==> src/rtl/core/gnso_pkg.sv <==
// ----------------------------------------------------------------------------
// gnso_pkg
// Shared types, register codes and helpers for the gather slice offset block.
// ----------------------------------------------------------------------------
package gnso_pkg;

    localparam int FIELD_DIMS         = 4;
    localparam int DEF_MAX_INDEX_DIMS = 4;
    localparam int DATA_W             = 32;
    localparam int DIM_W              = 16;
    localparam int DIMS_W             = 3;
    localparam int ADDR_W             = 5;
    localparam int REG_IDX_W          = 3;

    localparam logic [REG_IDX_W-1:0] REG_INDEX_DIMS       = 3'd0;
    localparam logic [REG_IDX_W-1:0] REG_DIM_LEN_0        = 3'd1;
    localparam logic [REG_IDX_W-1:0] REG_DIM_LEN_1        = 3'd2;
    localparam logic [REG_IDX_W-1:0] REG_DIM_LEN_2        = 3'd3;
    localparam logic [REG_IDX_W-1:0] REG_DIM_LEN_3        = 3'd4;
    localparam logic [REG_IDX_W-1:0] REG_SLICE_ELEMS      = 3'd5;
    localparam logic [REG_IDX_W-1:0] REG_SLICES_PER_BATCH = 3'd6;
    localparam logic [REG_IDX_W-1:0] REG_BATCH_STRIDE     = 3'd7;

    typedef struct packed {
        logic [DIMS_W-1:0]                  index_dims;
        logic [FIELD_DIMS-1:0][DIM_W-1:0]   dim_len;
        logic [DATA_W-1:0]                  slice_elems;
        logic [DATA_W-1:0]                  slices_per_batch;
        logic [DATA_W-1:0]                  batch_stride;
    } cfg_t;

    // tuple length clamped to 1..limit
    function automatic logic [DIMS_W-1:0] active_dims(
        input logic [DIMS_W-1:0] req,
        input logic [DIMS_W-1:0] limit
    );
        logic [DIMS_W-1:0] n;
        n = req;
        if (req == '0)
            n = DIMS_W'(1);
        else if (req > limit)
            n = limit;
        return n;
    endfunction

endpackage

==> src/rtl/core/gnso_merge.sv <==
// ----------------------------------------------------------------------------
// gnso_merge
// Sums the lane products with the batch base into the output register.
// ----------------------------------------------------------------------------
module gnso_merge
    import gnso_pkg::*;
#(
    parameter int NUM_LANES = DEF_MAX_INDEX_DIMS
)
(
    input  logic                              clk,
    input  logic                              rst_n,
    input  logic                              in_valid,
    input  logic [NUM_LANES-1:0][DATA_W-1:0]  prods,
    input  logic [DATA_W-1:0]                 base,
    output logic                              load,
    output logic                              out_valid,
    input  logic                              out_ready,
    output logic [DATA_W-1:0]                 flat_offset
);

    logic              valid_reg;
    logic [DATA_W-1:0] offset_reg;
    logic [DATA_W-1:0] sum;

    always_comb
    begin
        sum = base;
        for (int i = 0; i < NUM_LANES; i++)
            sum = sum + prods[i];
    end

    assign load = !valid_reg || out_ready;

    always_ff @(posedge clk or negedge rst_n)
    begin
        if (!rst_n)
            valid_reg <= 1'b0;
        else if (load)
            valid_reg <= in_valid;
    end

    always_ff @(posedge clk)
    begin
        if (load && in_valid)
            offset_reg <= sum;
    end

    assign out_valid   = valid_reg;
    assign flat_offset = offset_reg;

endmodule

==> config.mk <==
export PLATFORM = sky130hd
export DESIGN_NAME = gnso_merge
export DESIGN_NICKNAME = d
export VERILOG_FILES = /design/src/rtl/core/gnso_pkg.sv /design/src/rtl/core/gnso_merge.sv
export SDC_FILE = /design/constraint.sdc
export NUM_CORES = 1
export LEC_CHECK = 0
export ABC_AREA = 1
export BUFFER_PORTS_ARGS = -buffer_cell sky130_fd_sc_hd__buf_2
export CORE_ASPECT_RATIO = 1.4
export CORE_MARGIN = 4
export CORE_UTILIZATION = 49
export DETAILED_ROUTE_END_ITERATION = 6
export PLACE_DENSITY = 0.83
export SYNTH_ARGS = -nofsm -noshare
export SYNTH_HDL_FRONTEND = slang
export SYNTH_SLANG_ARGS = --single-unit
==> constraint.sdc <==
create_clock -name clk -period 2.56 [get_ports clk]
set_input_delay 0.512 -clock clk [delete_from_list [all_inputs] [get_ports clk]]
set_output_delay 0.512 -clock clk [all_outputs]
set_load 0.02 [all_outputs]
# [Yosys cells after proc, flatten, opt, wreduce, memory -nomap -nowiden]
# Cells that the tools add are included.
[classes] bitwise_logic=0 div_mod_pow=0 add_sub_neg=4 eq_ne=0 multipliers=0 order_cmp=0 shifts=0 mux=0 reduce_logical=3
[op_table] cell="32-bit adder" n=4
[op_table] cell="1-bit logical AND" n=1
[op_table] cell="1-bit zero test" n=1
[op_table] cell="1-bit logical OR" n=1
[word_totals] out_inout_bits=34 latch_bits=0 elab_cells=9 n_memories=0 ff_bits=33 mem_bits_rw=0 rom_bits=0 inputBits=164

# [Depth between registers and ports, before layout]
# Gate-level depths: netlist of the first run.
[logic_depth] ltp_word=4 mapped_depth=18 mapped_depth_nobuf=18

# [Worst setup path before layout of the first run]
# OpenSTA, ideal clock, no wires.
[synth_path] kind="in2reg" start="in prods[1] (netlist bit)" end="reg offset_reg[29], in the netlist flat_offset[29], data pin" arrival_ns=3.319 slack_ns=-1.011 cell_stages=16 required_ns=2.308 n_path_buf=0 setup_ns=0.252 path_cell_list="inv_1 > fa_1 > fa_1 > fa_1 > inv_1 > ha_1 > inv_1 > fa_1 > inv_1 > nand3_1 > nand3_1 > nand3_1 > nand3_2 > nand2_1 > nand3_1 > nand2_1"
[synth_via] elab_chain_cells=4
[synth_rtl] element="start, declared" line_no="gnso_merge.sv:14" text="input logic [NUM_LANES-1:0][DATA_W-1:0] prods,"
[synth_rtl] element="32-bit adder (4 in a row)" line_no="gnso_merge.sv:30" text="sum = sum + prods[i];"
[synth_rtl] element="via sum[29]" line_no="gnso_merge.sv:24" text="logic [DATA_W-1:0] sum;"
[synth_rtl] element="end signal, assigned" line_no="gnso_merge.sv:46" text="offset_reg <= sum;"
[synth_rtl] element="end, declared" line_no="gnso_merge.sv:23" text="logic [DATA_W-1:0] offset_reg;"
# The timed path passes the listed nets, and every way through them passes these cells.
# A chain may end at the register's enable or synchronous reset.

# [Final worst setup path of the first run]
[layout_path] start="in prods[73] (netlist bit)" end="reg offset_reg[29], in the netlist flat_offset[29], data pin"
[layout_via] elab_chain_cells=2
[layout_rtl] element="32-bit adder (2 in a row)" line_no="gnso_merge.sv:30"
[layout_rtl] element="via sum[29]" line_no="gnso_merge.sv:24"
# The timed path passes the listed nets, and every way through them passes these cells.

==> metrics.md, run 1 <==
| Metric | Value |
|---|---|
| Crit path kind | `in -> reg` |
| Sum of routed wire length over all layers | `16.3 mm` |
| Met1 layer usage reported by global route | `0.197` |
| RSZ-0062 raised after global routing | `yes` |
| Synthesized netlist cell count | `906` |
| Aggregate global routing overflow | `0` |
| Max capacitance violation total | `0` |
| Total design power | `10100 µW` |
| Buffer and inverter count on the worst path | `6` |
| Count of antenna-violating nets left after detailed routing | `0` |
| Core Box Area | `about 13000 µm²` |
| Sequential cell area fraction in the yosys report | `0.155` |
| Detailed-route wire length per cell | `12.3 µm` |
| Post-Syn Area per Cell | `7.02 µm²` |
| Port-buffer cells | `197` |
| Cell type of the slowest stage on the worst timing path | `sky130_fd_sc_hd__fa_1` |
| Part of the total power dissipated in sequential elements | `0.109` |
| Clock sinks | `33` |
| NetSw | `just over 5000 µW` |
| I/O pin count | `198` |
| Final weighted congestion of routability-driven global placement | `between 0.8 and 0.9` |
| Wire length of the first global-routing pass | `25.6 mm` |
| Clock transition at the registers of the reported paths | `around 0.060 ns` |
| Clock buffer count from CTS | `5` |
| #FFs+latches synth | `33` |
| Setup ws final | `-0.808 ns` |
| Kind of capture point of the worst setup path | `register` |
| Core Rows | `approximately 50` |
| Count of H-tree levels built during CTS | `2` |
| Crit path required time | `2.60 ns` |
| Starting DRC count in detailed routing | `189` |
| Top fanout value on the critical path | `4` |
| Normalized max-slew margin | `0.708` |
| Hold crit path type | `in -> reg` |
| Clock insertion delay at the later pin of the skew report | `around 0.28 ns` |
| Antenna fix cells | `0` |
| Worst setup slack before clock tree synthesis | `-1.19 ns` |
| Most used cells in the layout excluding fill and tap cells | `sky130_fd_sc_hd__inv_1 (324), sky130_fd_sc_hd__buf_2 (188), sky130_fd_sc_hd__nand2_1 (146), sky130_fd_sc_hd__fa_1 (90), sky130_fd_sc_hd__nand2_2 (56)` |
| Total routing resource utilization after global routing | `0.209` |
| Register cell area after layout | `986 µm²` |
| Chip height | `143 µm` |
| Count of distinct cell types in the synthesized netlist | `27` |
| Largest net degree at the start of global routing | `33` |
| Critical path launch point | `prods[73]` |
| Clock group share of total power | `0.058` |
| Series of cell instances along the critical path | `buf_6, inv_2, fa_1, inv_2, fa_1, inv_1, fa_1, inv_2, ha_4, nand2_4, nor2_4, buf_4, nand3_4, nand3_4, nand2_2, nand3_2, nand2_1` |
| Net count, final | `1460` |
| Static Leakage | `0.00551 µW` |
| Area of the mapped netlist | `approximately 6400 µm²` |
| Power density of the placed cells | `1090 nW/µm²` |
| Number of antenna violations at the first check in global routing | `0` |
| DP HPWL | `13.5 mm` |
| Internal power component | `5010 µW` |
| Global-route met3 utilization | `0.0317` |
| Number of filler cells placed in the layout | `roughly 940` |
| Run status | `finished with violations` |
| Buffer type at the clock tree root | `sky130_fd_sc_hd__clkbuf_16` |
| Layout Skew | `between 0.004 and 0.005 ns` |
| X dimension of the die | `approximately 100 µm` |
| Multi-input logic area | `4920 µm²` |
| Critical Path Max Stage Delay | `0.55 ns` |
| Setup Total Neg Slack | `-21.06 ns` |
| Synthesis-to-finish area growth | `46.0%` |
| Combinational power share | `0.833` |
| Share of the clock period used by the worst path after layout | `1.32` |
| Violations in the final reports | `setup timing` |
| Worst vdd rail ir drop | `0.497 mV` |
| Total number of vias | `6080` |
| Share of total power consumed by net switching | `0.505` |
| Grt met2 use | `0.421` |
| Syn Nets | `1194` |
| Drc violations | `0` |
| DIE AREA | `14900 µm²` |
| Number of warnings issued by yosys | `0` |
| Finished Layout Cells | `1326` |
| Number of failing setup endpoints in the final timing report | `30` |
| First-pass iteration count of the detailed router | `4` |
| Most congested layer reported by global routing | `met2` |
| Fraction of layout instances using a drive strength above 1 | `0.431` |
| Final period demand of the worst path | `3.37 ns` |
| TritonCTS clock tree | `done` |
| Bufs on Longest Clock Path | `2` |
| Kind of cell adding the most delay to the critical path | `adder cells` |
| Most frequent standard cell in the layout excluding fill and tap cells | `sky130_fd_sc_hd__inv_1` |
| Worst flop-to-flop path startpoint | `out_valid$_DFFE_PN0N_` |
| Final hold viol count | `0` |
| Starting Density | `0.497` |
| Critical path arrival | `3.41 ns` |
| Routed via count divided by cell count | `~4.6` |
| Dpl cells | `1299` |
| Reg-to-reg slack, setup | `about 1.2 ns` |
| Crit path launch type | `primary input` |
| Top achievable clock speed | `~300 MHz` |
| Beginning of the worst hold path | `in_valid` |
| Vias in the first global route | `6357` |
| Number of slew-limit violations in the final report | `0` |
| Least-Margin Pin Slew | `0.438 ns` |
| Layout Utilization | `0.725` |
-- worst reg2reg max path, cell delays in order, from the launching register on --
cell,delay [ns]
sky130_fd_sc_hd__dfrtp_1,0.41
sky130_fd_sc_hd__a21oi_4,0.14
sky130_fd_sc_hd__buf_4,0.39
-- routing by layer --
layer	vias up	share of wire	wire length (µm)
li1	3019	-	-
met1	2806	0.33	5430
met2	195	0.56	9160
met3	60	0.047	764
met4	0	0.056	905
met5	-	0	0
-- repair_timing --
action	4_1_cts	5_1_grt
hold endpoints to repair	1	0
resized for setup	52	163
endpoints found under the setup margin	30	30
pin swaps	29	95
hold buffers	1	0
setup buffers	7	15
-- final cells by class --
class / count / share of cell area
Multi-Input combinational cell: 486 / 0.530
Timing Repair Buffer: 259 / 0.168
Inverter: 387 / 0.161
Sequential cell: 33 / 0.106
Tap cell: 153 / 0.0206
Clock buffer: 8 / 0.0147
-- synthesized netlist by cell type --
cell type | n | share of area
sky130_fd_sc_hd__inv_1 | 380 | 0.22
sky130_fd_sc_hd__nand2_1 | 212 | 0.13
sky130_fd_sc_hd__fa_1 | 92 | 0.29
sky130_fd_sc_hd__edfxtp_1 | 32 | 0.15
sky130_fd_sc_hd__ha_1 | 32 | 0.063
sky130_fd_sc_hd__nor2_1 | 31 | 0.018
sky130_fd_sc_hd__nand3_1 | 28 | 0.022
sky130_fd_sc_hd__a21oi_1 | 19 | 0.015
sky130_fd_sc_hd__nand2_2 | 17 | 0.017
sky130_fd_sc_hd__xor2_1 | 15 | 0.021
sky130_fd_sc_hd__nand4_1 | 8 | 0.0079
sky130_fd_sc_hd__nor2_2 | 8 | 0.0079
sky130_fd_sc_hd__inv_2 | 6 | 0.0035
sky130_fd_sc_hd__nand3_2 | 4 | 0.0063
sky130_fd_sc_hd__nor2_4 | 3 | 0.0053
sky130_fd_sc_hd__o21bai_1 | 3 | 0.0035
sky130_fd_sc_hd__and2_1 | 2 | 0.0020
sky130_fd_sc_hd__nor3_1 | 2 | 0.0016
sky130_fd_sc_hd__nor3_2 | 2 | 0.0031
sky130_fd_sc_hd__o21ai_0 | 2 | 0.0016
sky130_fd_sc_hd__xnor2_1 | 2 | 0.0028
sky130_fd_sc_hd__a21o_1 | 1 | 0.0012
sky130_fd_sc_hd__and2_4 | 1 | 0.0014
sky130_fd_sc_hd__clkinv_1 | 1 | 0.00059
sky130_fd_sc_hd__dfrtp_1 | 1 | 0.0039
sky130_fd_sc_hd__nand3b_1 | 1 | 0.0012
sky130_fd_sc_hd__or2_1 | 1 | 0.00098
-- path summary, 6_finish.rpt --
path / depth (start not counted) / to
max: 17 / flat_offset[29]$_DFFE_PP_
min reg2reg: 2 / out_valid$_DFFE_PN0N_
min: 3 / out_valid$_DFFE_PN0N_
max reg2reg: 2 / flat_offset[21]$_DFFE_PP_
min in group asynchronous: 2 / out_valid$_DFFE_PN0N_
max in group asynchronous: 2 / out_valid$_DFFE_PN0N_
-- cell families after synthesis --
family | share of synthesized area
xor gates and xnor gates | 0.0234
and+or+nand+nor | 0.220
AOI/OAI and AO/OA | 0.0212
DFF | 0.155
adders and majority gates | 0.352
buffers and inverters | 0.228
-- stage by stage --
| stage | hold slack [ns] | area (µm²) |
|---|---|---|
| after global placement | 0.287 | 8300 |
| after CTS | 0.459 | 8700 |
| after floorplan | 0.216 | 6790 |
| after detailed placement | 0.289 | 8300 |
| after global routing | 0.467 | 9290 |
| final | 0.461 | 9290 |
-- flip-flops by register name (all words and copies together) (netlist names) --
name and cells:
out_valid 1, flat_offset 32
-- power by group through the flow --
stage	Sequential [µW]	Combinational, µW	Clock, µW
floorplan	1440	4250	0
global placement	1110	6520	0
detailed placement	1120	6680	0
CTS	1110	7180	589
global route	1120	9190	617
finish	1110	8420	582
Power figures use the tool's default switching activity.
==> run 2: changes to the inputs <==
--- a/config.mk
+++ b/config.mk
@@ -7,11 +7,13 @@
 export LEC_CHECK = 0
 export ABC_AREA = 1
 export BUFFER_PORTS_ARGS = -buffer_cell sky130_fd_sc_hd__buf_2
+export CELL_PAD_IN_SITES_DETAIL_PLACEMENT = 1
+export CELL_PAD_IN_SITES_GLOBAL_PLACEMENT = 2
 export CORE_ASPECT_RATIO = 1.4
 export CORE_MARGIN = 4
-export CORE_UTILIZATION = 49
+export CORE_UTILIZATION = 26
 export DETAILED_ROUTE_END_ITERATION = 6
-export PLACE_DENSITY = 0.83
+export PLACE_DENSITY = 0.82
 export SYNTH_ARGS = -nofsm -noshare
 export SYNTH_HDL_FRONTEND = slang
 export SYNTH_SLANG_ARGS = --single-unit
==> metrics.md, run 2 (same netlist as run 1, synthesis figures left out) <==
| Metric | Value |
|---|---|
| Critical path arrival | `3.42 ns (was 3.41 ns)` |
| DP HPWL | `16.7 mm (was 13.5 mm)` |
| Crit path kind | `in -> reg (unchanged)` |
| Static Leakage | `0.00569 µW (was 0.00551 µW)` |
| Core Box Area | `24100 µm² (was 12800 µm²)` |
| TritonCTS clock tree | `done (unchanged)` |
| Wire length of the first global-routing pass | `31.1 mm (was 25.6 mm)` |
| Detailed-route wire length per cell | `13.0 µm (was 12.3 µm)` |
| Dpl cells | `1463 (was 1299)` |
| Normalized max-slew margin | `0.660 (was 0.708)` |
| Least-Margin Pin Slew | `0.510 ns (was 0.438 ns)` |
| Cell type of the slowest stage on the worst timing path | `sky130_fd_sc_hd__fa_1 (unchanged)` |
| Most used cells in the layout excluding fill and tap cells | `sky130_fd_sc_hd__inv_1 (323), sky130_fd_sc_hd__buf_2 (185), sky130_fd_sc_hd__nand2_1 (118), sky130_fd_sc_hd__fa_1 (90), sky130_fd_sc_hd__nand2_2 (69) (was sky130_fd_sc_hd__inv_1 (324), sky130_fd_sc_hd__buf_2 (188), sky130_fd_sc_hd__nand2_1 (146), sky130_fd_sc_hd__fa_1 (90), sky130_fd_sc_hd__nand2_2 (56))` |
| Vias in the first global route | `6814 (was 6357)` |
| Critical path launch point | `prods[1] (was prods[73])` |
| RSZ-0062 raised after global routing | `yes (unchanged)` |
| Worst vdd rail ir drop | `0.350 mV (was 0.497 mV)` |
| Max capacitance violation total | `0 (unchanged)` |
| Starting Density | `0.264 (was 0.497)` |
| Number of failing setup endpoints in the final timing report | `30 (unchanged)` |
| Clock insertion delay at the later pin of the skew report | `0.29 ns (was 0.28 ns)` |
| Bufs on Longest Clock Path | `2 (unchanged)` |
| Series of cell instances along the critical path | `buf_6, inv_4, fa_1, fa_1, fa_1, inv_2, ha_4, inv_2, fa_2, inv_4, nand3_4, nand3_4, nand3_4, nand3_4, nand2_4, nand3_2, nand2_1 (was buf_6, inv_2, fa_1, inv_2, fa_1, inv_1, fa_1, inv_2, ha_4, nand2_4, nor2_4, buf_4, nand3_4, nand3_4, nand2_2, nand3_2, nand2_1)` |
| Layout Skew | `0.00753 ns (was 0.00490 ns)` |
| Violations in the final reports | `setup timing (unchanged)` |
| Number of antenna violations at the first check in global routing | `1 (was 0)` |
| Most frequent standard cell in the layout excluding fill and tap cells | `sky130_fd_sc_hd__inv_1 (unchanged)` |
| Register cell area after layout | `986 µm² (unchanged)` |
| Core Rows | `67 (was 49)` |
| Worst setup slack before clock tree synthesis | `-1.26 ns (was -1.19 ns)` |
| Count of antenna-violating nets left after detailed routing | `0 (unchanged)` |
| Multi-input logic area | `5220 µm² (was 4920 µm²)` |
| Crit path required time | `2.60 ns (about the same)` |
| Drc violations | `0 (unchanged)` |
| Largest net degree at the start of global routing | `33 (unchanged)` |
| Finished Layout Cells | `1496 (was 1326)` |
| Beginning of the worst hold path | `in_valid (unchanged)` |
| Total number of vias | `6197 (was 6080)` |
| Crit path launch type | `primary input (unchanged)` |
| Total routing resource utilization after global routing | `0.141 (was 0.209)` |
| Buffer and inverter count on the worst path | `5 (was 6)` |
| Hold WS | `0.471 ns (was 0.461 ns)` |
| Synthesis-to-finish area growth | `56.2% (was 46.0%)` |
| Setup ws final | `-0.826 ns (was -0.808 ns)` |
| Top fanout value on the critical path | `3 (was 4)` |
| Top achievable clock speed | `295 MHz (was 297 MHz)` |
| Routed via count divided by cell count | `4.14 (was 4.59)` |
| Number of filler cells placed in the layout | `2987 (was 942)` |
| Number of slew-limit violations in the final report | `0 (unchanged)` |
| Clock buffer count from CTS | `5 (unchanged)` |
| Sum of routed wire length over all layers | `19.4 mm (was 16.3 mm)` |
| Fraction of layout instances using a drive strength above 1 | `0.473 (was 0.431)` |
| Critical Path Max Stage Delay | `0.57 ns (was 0.55 ns)` |
| Depth of the most critical reg-to-reg path | `2 (unchanged)` |
| Antenna fix cells | `0 (unchanged)` |
| Worst flop-to-flop path startpoint | `out_valid$_DFFE_PN0N_ (unchanged)` |
| Buffer type at the clock tree root | `sky130_fd_sc_hd__clkbuf_16 (unchanged)` |
| Power density of the placed cells | `1110 nW/µm² (was 1090 nW/µm²)` |
| Levels on crit path | `17 (unchanged)` |
| Share of the clock period used by the worst path after layout | `1.32 (about the same)` |
| Number of flip-flops in the largest register | `32 (unchanged)` |
| Kind of cell adding the most delay to the critical path | `adder cells (unchanged)` |
| Final period demand of the worst path | `3.39 ns (was 3.37 ns)` |
| First-pass iteration count of the detailed router | `4 (unchanged)` |
| Final weighted congestion of routability-driven global placement | `0.788 (was 0.886)` |
| Kind of capture point of the worst setup path | `register (unchanged)` |
| Clock transition at the registers of the reported paths | `0.06 ns (about the same)` |
| Starting DRC count in detailed routing | `114 (was 189)` |
| Aggregate global routing overflow | `0 (unchanged)` |
| Clock sinks | `33 (unchanged)` |
| I/O pin count | `198 (unchanged)` |
| Final hold viol count | `0 (unchanged)` |
| Chip height | `193 µm (was 143 µm)` |
| Net count, final | `1473 (was 1460)` |
| Run status | `finished with violations (unchanged)` |
| DIE AREA | `27100 µm² (was 14900 µm²)` |
| Hold crit path type | `in -> reg (unchanged)` |
| X dimension of the die | `140 µm (was 104 µm)` |
| Port-buffer cells | `197 (unchanged)` |
| Hold depth | `3 (unchanged)` |
| Most frequent cell on the critical path | `sky130_fd_sc_hd__nand3_4` |
| Count of H-tree levels built during CTS | `2 (unchanged)` |
==> run 2: cell types whose count changed in the layout (fill, tap and decap cells not counted), moves of 5 or more <==
cell / change
sky130_fd_sc_hd__nand2_4: +12
sky130_fd_sc_hd__nand3_1: -6
sky130_fd_sc_hd__nand2_2: +13
sky130_fd_sc_hd__buf_6: +9
sky130_fd_sc_hd__nand3_4: +5
sky130_fd_sc_hd__buf_4: +7
sky130_fd_sc_hd__nand2_1: -28
==> run 2: through the flow <==
step,total power (µW),setup TNS [ns],utilization,area (µm²)
2_1_floorplan,5690,-20.86,-,6790
3_3_place_gp,8050,-31.72,0.355,8550
3_5_place_dp,8210,-32.42,0.355,8550
4_1_cts,9970,-22.37,0.387,9320
5_1_grt,12100,-25.03,0.413,9940
6_report,11100,-21.88,0.413,9940
==> run 2: worst register-to-register path, cell delays in order, from the launching register on <==
cell                      delay, ns
sky130_fd_sc_hd__dfrtp_1       0.42
sky130_fd_sc_hd__a21oi_4       0.15
sky130_fd_sc_hd__buf_4         0.45
==> run 2: power breakdown <==
group / internal, µW / switching (µW) / total [µW]
clock: 358 / 254 / 613
sequential: 1050 / 66.5 / 1110
combinational: 4020 / 5320 / 9330
total: 5420 / 5640 / 11100
==> run 2: worst paths after layout <==
| path | slack [ns] | end |
|---|---|---|
| max | -0.83 | flat_offset[29]$_DFFE_PP_ |
| min | 0.47 | out_valid$_DFFE_PN0N_ |
| max reg2reg | 1.17 | flat_offset[16]$_DFFE_PP_ |
| min reg2reg | 0.58 | out_valid$_DFFE_PN0N_ |
| max in group asynchronous | 1.94 | out_valid$_DFFE_PN0N_ |
| min in group asynchronous | 0.54 | out_valid$_DFFE_PN0N_ |
==> run 2: what timing repair did <==
| item | CTS | global route |
|---|---|---|
| hold endpoints to repair | 1 | 0 |
| gates resized for setup | 144 | 161 |
| pin swaps | 108 | 95 |
| setup endpoints to repair | 30 | 30 |
| hold buffers | 1 | 0 |
| setup buffers | 18 | 14 |
==> run 2: area by class of cell <==
class	count	share of cell area
sequential	33	0.0992
multi-input combinational	486	0.525
inverter	387	0.152
clock buffer	6	0.0130
timing repair buffer	272	0.171
tap	310	0.0390
clock inverter	2	0.00101
==> run 2: routing by layer <==
metal	routed length, µm	track usage	up-vias	part of all wire
met5	0	0	-	0
met4	457	0.0302	0	0.024
met3	1020	0.0220	30	0.053
met2	11400	0.302	143	0.59
met1	6550	0.138	2990	0.34
li1	-	-	3034	-
==> run 3: changes to the inputs <==
--- a/config.mk
+++ b/config.mk
@@ -5,13 +5,12 @@
 export SDC_FILE = /design/constraint.sdc
 export NUM_CORES = 1
 export LEC_CHECK = 0
-export ABC_AREA = 1
 export BUFFER_PORTS_ARGS = -buffer_cell sky130_fd_sc_hd__buf_2
 export CELL_PAD_IN_SITES_DETAIL_PLACEMENT = 1
 export CELL_PAD_IN_SITES_GLOBAL_PLACEMENT = 2
 export CORE_ASPECT_RATIO = 1.4
 export CORE_MARGIN = 4
-export CORE_UTILIZATION = 26
+export CORE_UTILIZATION = 27
 export DETAILED_ROUTE_END_ITERATION = 6
 export PLACE_DENSITY = 0.82
 export SYNTH_ARGS = -nofsm -noshare
==> metrics.md, run 3 <==
| Metric | Value |
|---|---|
| Post-Layout Inst Area | `8220 µm² (was 9940 µm²)` |
| Total routing resource utilization after global routing | `0.137 (was 0.141)` |
| Number of antenna violations at the first check in global routing | `0 (was 1)` |
| DP HPWL | `14.4 mm (was 16.7 mm)` |
| Core Rows | `62 (was 67)` |
| Layout Utilization | `0.400 (was 0.413)` |
| Kind of capture point of the worst setup path | `register (unchanged)` |
| Power density of the placed cells | `1080 nW/µm² (was 1110 nW/µm²)` |
| Run status | `finished with violations (unchanged)` |
| Grt met2 use | `0.286 (was 0.302)` |
| Count of distinct cell types in the synthesized netlist | `62 (was 27)` |
| Clock buffer count from CTS | `5 (unchanged)` |
| Cells taking the most area after synthesis | `sky130_fd_sc_hd__fa_1 (33%), sky130_fd_sc_hd__inv_1 (19%), sky130_fd_sc_hd__edfxtp_1 (17%), sky130_fd_sc_hd__ha_1 (7.1%), sky130_fd_sc_hd__xnor2_1 (3.4%) (was sky130_fd_sc_hd__fa_1 (29%), sky130_fd_sc_hd__inv_1 (22%), sky130_fd_sc_hd__edfxtp_1 (15%), sky130_fd_sc_hd__nand2_1 (13%), sky130_fd_sc_hd__ha_1 (6.3%))` |
| Static Leakage | `0.00458 µW (was 0.00569 µW)` |
| Sum of routed wire length over all layers | `15.9 mm (was 19.4 mm)` |
| X dimension of the die | `130 µm (was 140 µm)` |
| Bufs on Longest Clock Path | `2 (unchanged)` |
| Cell Area, Placed | `7700 µm² (was 8550 µm²)` |
| Critical Path Max Stage Delay | `0.55 ns (was 0.57 ns)` |
| Synthesized netlist cell count | `651 (was 906)` |
| Finished Layout Cells | `1202 (was 1496)` |
| Antenna fix cells | `0 (unchanged)` |
| Proportion of synthesized flip-flops having asynchronous set or reset | `0.0303 (unchanged)` |
| Fraction of layout instances using a drive strength above 1 | `0.388 (was 0.473)` |
| Core Box Area | `20600 µm² (was 24100 µm²)` |
| Sequential cell area fraction in the yosys report | `0.175 (was 0.155)` |
| Buffer type at the clock tree root | `sky130_fd_sc_hd__clkbuf_16 (unchanged)` |
| Total number of vias | `5050 (was 6197)` |
| Port-buffer cells | `197 (unchanged)` |
| RSZ-0062 raised after global routing | `yes (unchanged)` |
| Starting Density | `0.274 (was 0.264)` |
| Top fanout value on the critical path | `3 (unchanged)` |
| Area of the mapped netlist | `5640 µm² (was 6360 µm²)` |
| Number of slew-limit violations in the final report | `0 (unchanged)` |
| Clock insertion delay at the later pin of the skew report | `0.28 ns (was 0.29 ns)` |
| Synthesis-to-finish area growth | `45.8% (was 56.2%)` |
| Count of H-tree levels built during CTS | `2 (unchanged)` |
| Largest net degree at the start of global routing | `15 (was 33)` |
| First-pass iteration count of the detailed router | `4 (unchanged)` |
| Kind of cell adding the most delay to the critical path | `adder cells (unchanged)` |
| Most frequent standard cell in the layout excluding fill and tap cells | `sky130_fd_sc_hd__inv_1 (unchanged)` |
| Crit path launch type | `primary input (unchanged)` |
| Met1 layer usage reported by global route | `0.138 (about the same)` |
| Crit path kind | `in -> reg (unchanged)` |
| Share of the clock period used by the worst path after layout | `1.57 (was 1.32)` |
| Drc violations | `0 (unchanged)` |
| Final hold viol count | `0 (unchanged)` |
| Setup ws final | `-1.47 ns (was -0.826 ns)` |
| #FFs+latches synth | `33 (unchanged)` |
| Least-Margin Pin Slew | `0.383 ns (was 0.510 ns)` |
| Hold WS | `0.428 ns (was 0.471 ns)` |
| Most common cell in the netlist | `sky130_fd_sc_hd__inv_1 (unchanged)` |
| Final period demand of the worst path | `4.03 ns (was 3.39 ns)` |
| Global-route met3 utilization | `0.0170 (was 0.0220)` |
| Dpl cells | `1190 (was 1463)` |
| Count of antenna-violating nets left after detailed routing | `0 (unchanged)` |
| Violations in the final reports | `setup timing (unchanged)` |
| Net count, final | `1233 (was 1473)` |
| Share of Yosys cell area claimed by the top area cell type | `0.327 (was 0.289)` |
| Cell type of the slowest stage on the worst timing path | `sky130_fd_sc_hd__fa_1 (unchanged)` |
| Series of cell instances along the critical path | `buf_4, inv_8, fa_1, fa_1, fa_1, inv_1, ha_2, inv_2, fa_2, nor2b_4, o2111ai_4, a2111oi_4, o211ai_1, a21oi_1, o22ai_1, xnor2_1 (was buf_6, inv_4, fa_1, fa_1, fa_1, inv_2, ha_4, inv_2, fa_2, inv_4, nand3_4, nand3_4, nand3_4, nand3_4, nand2_4, nand3_2, nand2_1)` |
| Most used cells in the layout excluding fill and tap cells | `sky130_fd_sc_hd__inv_1 (271), sky130_fd_sc_hd__buf_2 (193), sky130_fd_sc_hd__buf_4 (93), sky130_fd_sc_hd__fa_1 (90), sky130_fd_sc_hd__edfxtp_1 (32) (was sky130_fd_sc_hd__inv_1 (323), sky130_fd_sc_hd__buf_2 (185), sky130_fd_sc_hd__nand2_1 (118), sky130_fd_sc_hd__fa_1 (90), sky130_fd_sc_hd__nand2_2 (69))` |
| Most congested layer reported by global routing | `met2 (unchanged)` |
| Max capacitance violation total | `0 (unchanged)` |
| Buffer and inverter count on the worst path | `4 (was 5)` |
| Largest area contributor in the synthesized netlist | `sky130_fd_sc_hd__fa_1 (unchanged)` |
| Chip height | `179 µm (was 193 µm)` |
| Total design power | `8880 µW (was 11100 µW)` |
| Starting DRC count in detailed routing | `154 (was 114)` |
| Aggregate global routing overflow | `0 (unchanged)` |
| Number of flip-flops in the largest register | `32 (unchanged)` |
| Layout Skew | `0.00434 ns (was 0.00753 ns)` |
| Detailed-route wire length per cell | `13.2 µm (was 13.0 µm)` |
| Vias in the first global route | `5789 (was 6814)` |
| Post-Syn Area per Cell | `8.66 µm² (was 7.02 µm²)` |
| Number of flops mapped to enable cells by yosys | `32 (unchanged)` |
| Routed via count divided by cell count | `4.20 (was 4.14)` |
| Hold crit path type | `in -> reg (unchanged)` |
| Number of warnings issued by yosys | `0 (unchanged)` |
| Normalized max-slew margin | `0.743 (was 0.660)` |
| TritonCTS clock tree | `done (unchanged)` |
| Worst vdd rail ir drop | `0.395 mV (was 0.350 mV)` |
| Top achievable clock speed | `248 MHz (was 295 MHz)` |
| Clock transition at the registers of the reported paths | `0.06 ns (about the same)` |
| Critical path arrival | `4.07 ns (was 3.42 ns)` |
| Syn Nets | `939 (was 1194)` |
| Wire length of the first global-routing pass | `25.6 mm (was 31.1 mm)` |
| DIE AREA | `23300 µm² (was 27100 µm²)` |
| Crit path required time | `2.60 ns (about the same)` |
| Most frequently used flop master after synthesis | `sky130_fd_sc_hd__edfxtp_1 (unchanged)` |
| Final weighted congestion of routability-driven global placement | `0.824 (was 0.788)` |
| List of most frequent post-synthesis cells | `sky130_fd_sc_hd__inv_1 (280), sky130_fd_sc_hd__fa_1 (92), sky130_fd_sc_hd__edfxtp_1 (32), sky130_fd_sc_hd__ha_1 (32), sky130_fd_sc_hd__nand2_1 (28) (was sky130_fd_sc_hd__inv_1 (380), sky130_fd_sc_hd__nand2_1 (212), sky130_fd_sc_hd__fa_1 (92))` |
| Number of failing setup endpoints in the final timing report | `30 (unchanged)` |
| Most frequent cell on the critical path | `sky130_fd_sc_hd__fa_1 (was sky130_fd_sc_hd__nand3_4)` |
| Clock sinks | `33 (unchanged)` |
| I/O pin count | `198 (unchanged)` |
run 3: kinds of logic after synthesis:
| family | after synthesis | share of synthesized area |
|---|---|---|
| buffers and inverters | 287 | 0.195 |
| DFF | 33 | 0.175 |
| adders and majority gates | 124 | 0.398 |
| muxes | 1 | 0.00200 |
| AOI/OAI and AO/OA | 91 | 0.109 |
| and+or+nand+nor | 86 | 0.0755 |
| xor gates and xnor gates | 29 | 0.0451 |
run 3: final cells by class:
class,count,area (µm²)
Clock inverter,3,65.1
Multi-Input combinational cell,331,3900
Timing Repair Buffer,294,1760
Sequential cell,33,986
Inverter,280,1060
Clock buffer,5,125
Fill cell,2498,12300
Tap cell,256,320
run 3: timing repair:
item | in CTS | in global routing
setup buffers | 5 | 1
pin swaps | 29 | 17
hold endpoints to repair | 1 | 0
hold buffers | 1 | 0
endpoints found under the setup margin | 30 | 30
resized for setup | 41 | 32
run 3: path summary, 6_finish.rpt:
| path | endpoint | slack [ns] | from | cells past startpoint |
|---|---|---|---|---|
| setup / recovery | flat_offset[31]$_DFFE_PP_ | -1.47 | prods[65] | 16 |
| hold / removal | out_valid$_DFFE_PN0N_ | 0.43 | in_valid | 2 |
| setup reg to reg | flat_offset[10]$_DFFE_PP_ | 1.08 | out_valid$_DFFE_PN0N_ | 3 |
| hold reg to reg | out_valid$_DFFE_PN0N_ | 0.53 | out_valid$_DFFE_PN0N_ | 2 |
| max in group asynchronous | out_valid$_DFFE_PN0N_ | 1.95 | rst_n | 2 |
| min in group asynchronous | out_valid$_DFFE_PN0N_ | 0.53 | rst_n | 2 |
run 3: power by group:
part	leakage, µW	internal [µW]	total [µW]	switching, µW
Combinational	0.00417	3300	6930	3630
Clock	0.0000938	556	803	247
Sequential	0.000315	1080	1140	68.8
run 3: through the flow:
| stage | worst slack (ns) | TNS (ns) |
|---|---|---|
| final | -1.47 | -34.19 |
| after global routing | -1.57 | -37.81 |
| after CTS | -1.54 | -34.64 |
| after detailed placement | -1.95 | -45.65 |
| after global placement | -1.79 | -43.06 |
| after floorplan | -1.38 | -31.92 |
run 3: per-layer routing:
metal	share of wire	up-vias
li1	-	2489
met1	0.34	2418
met2	0.59	128
met3	0.051	15
met4	0.015	0
met5	0	-
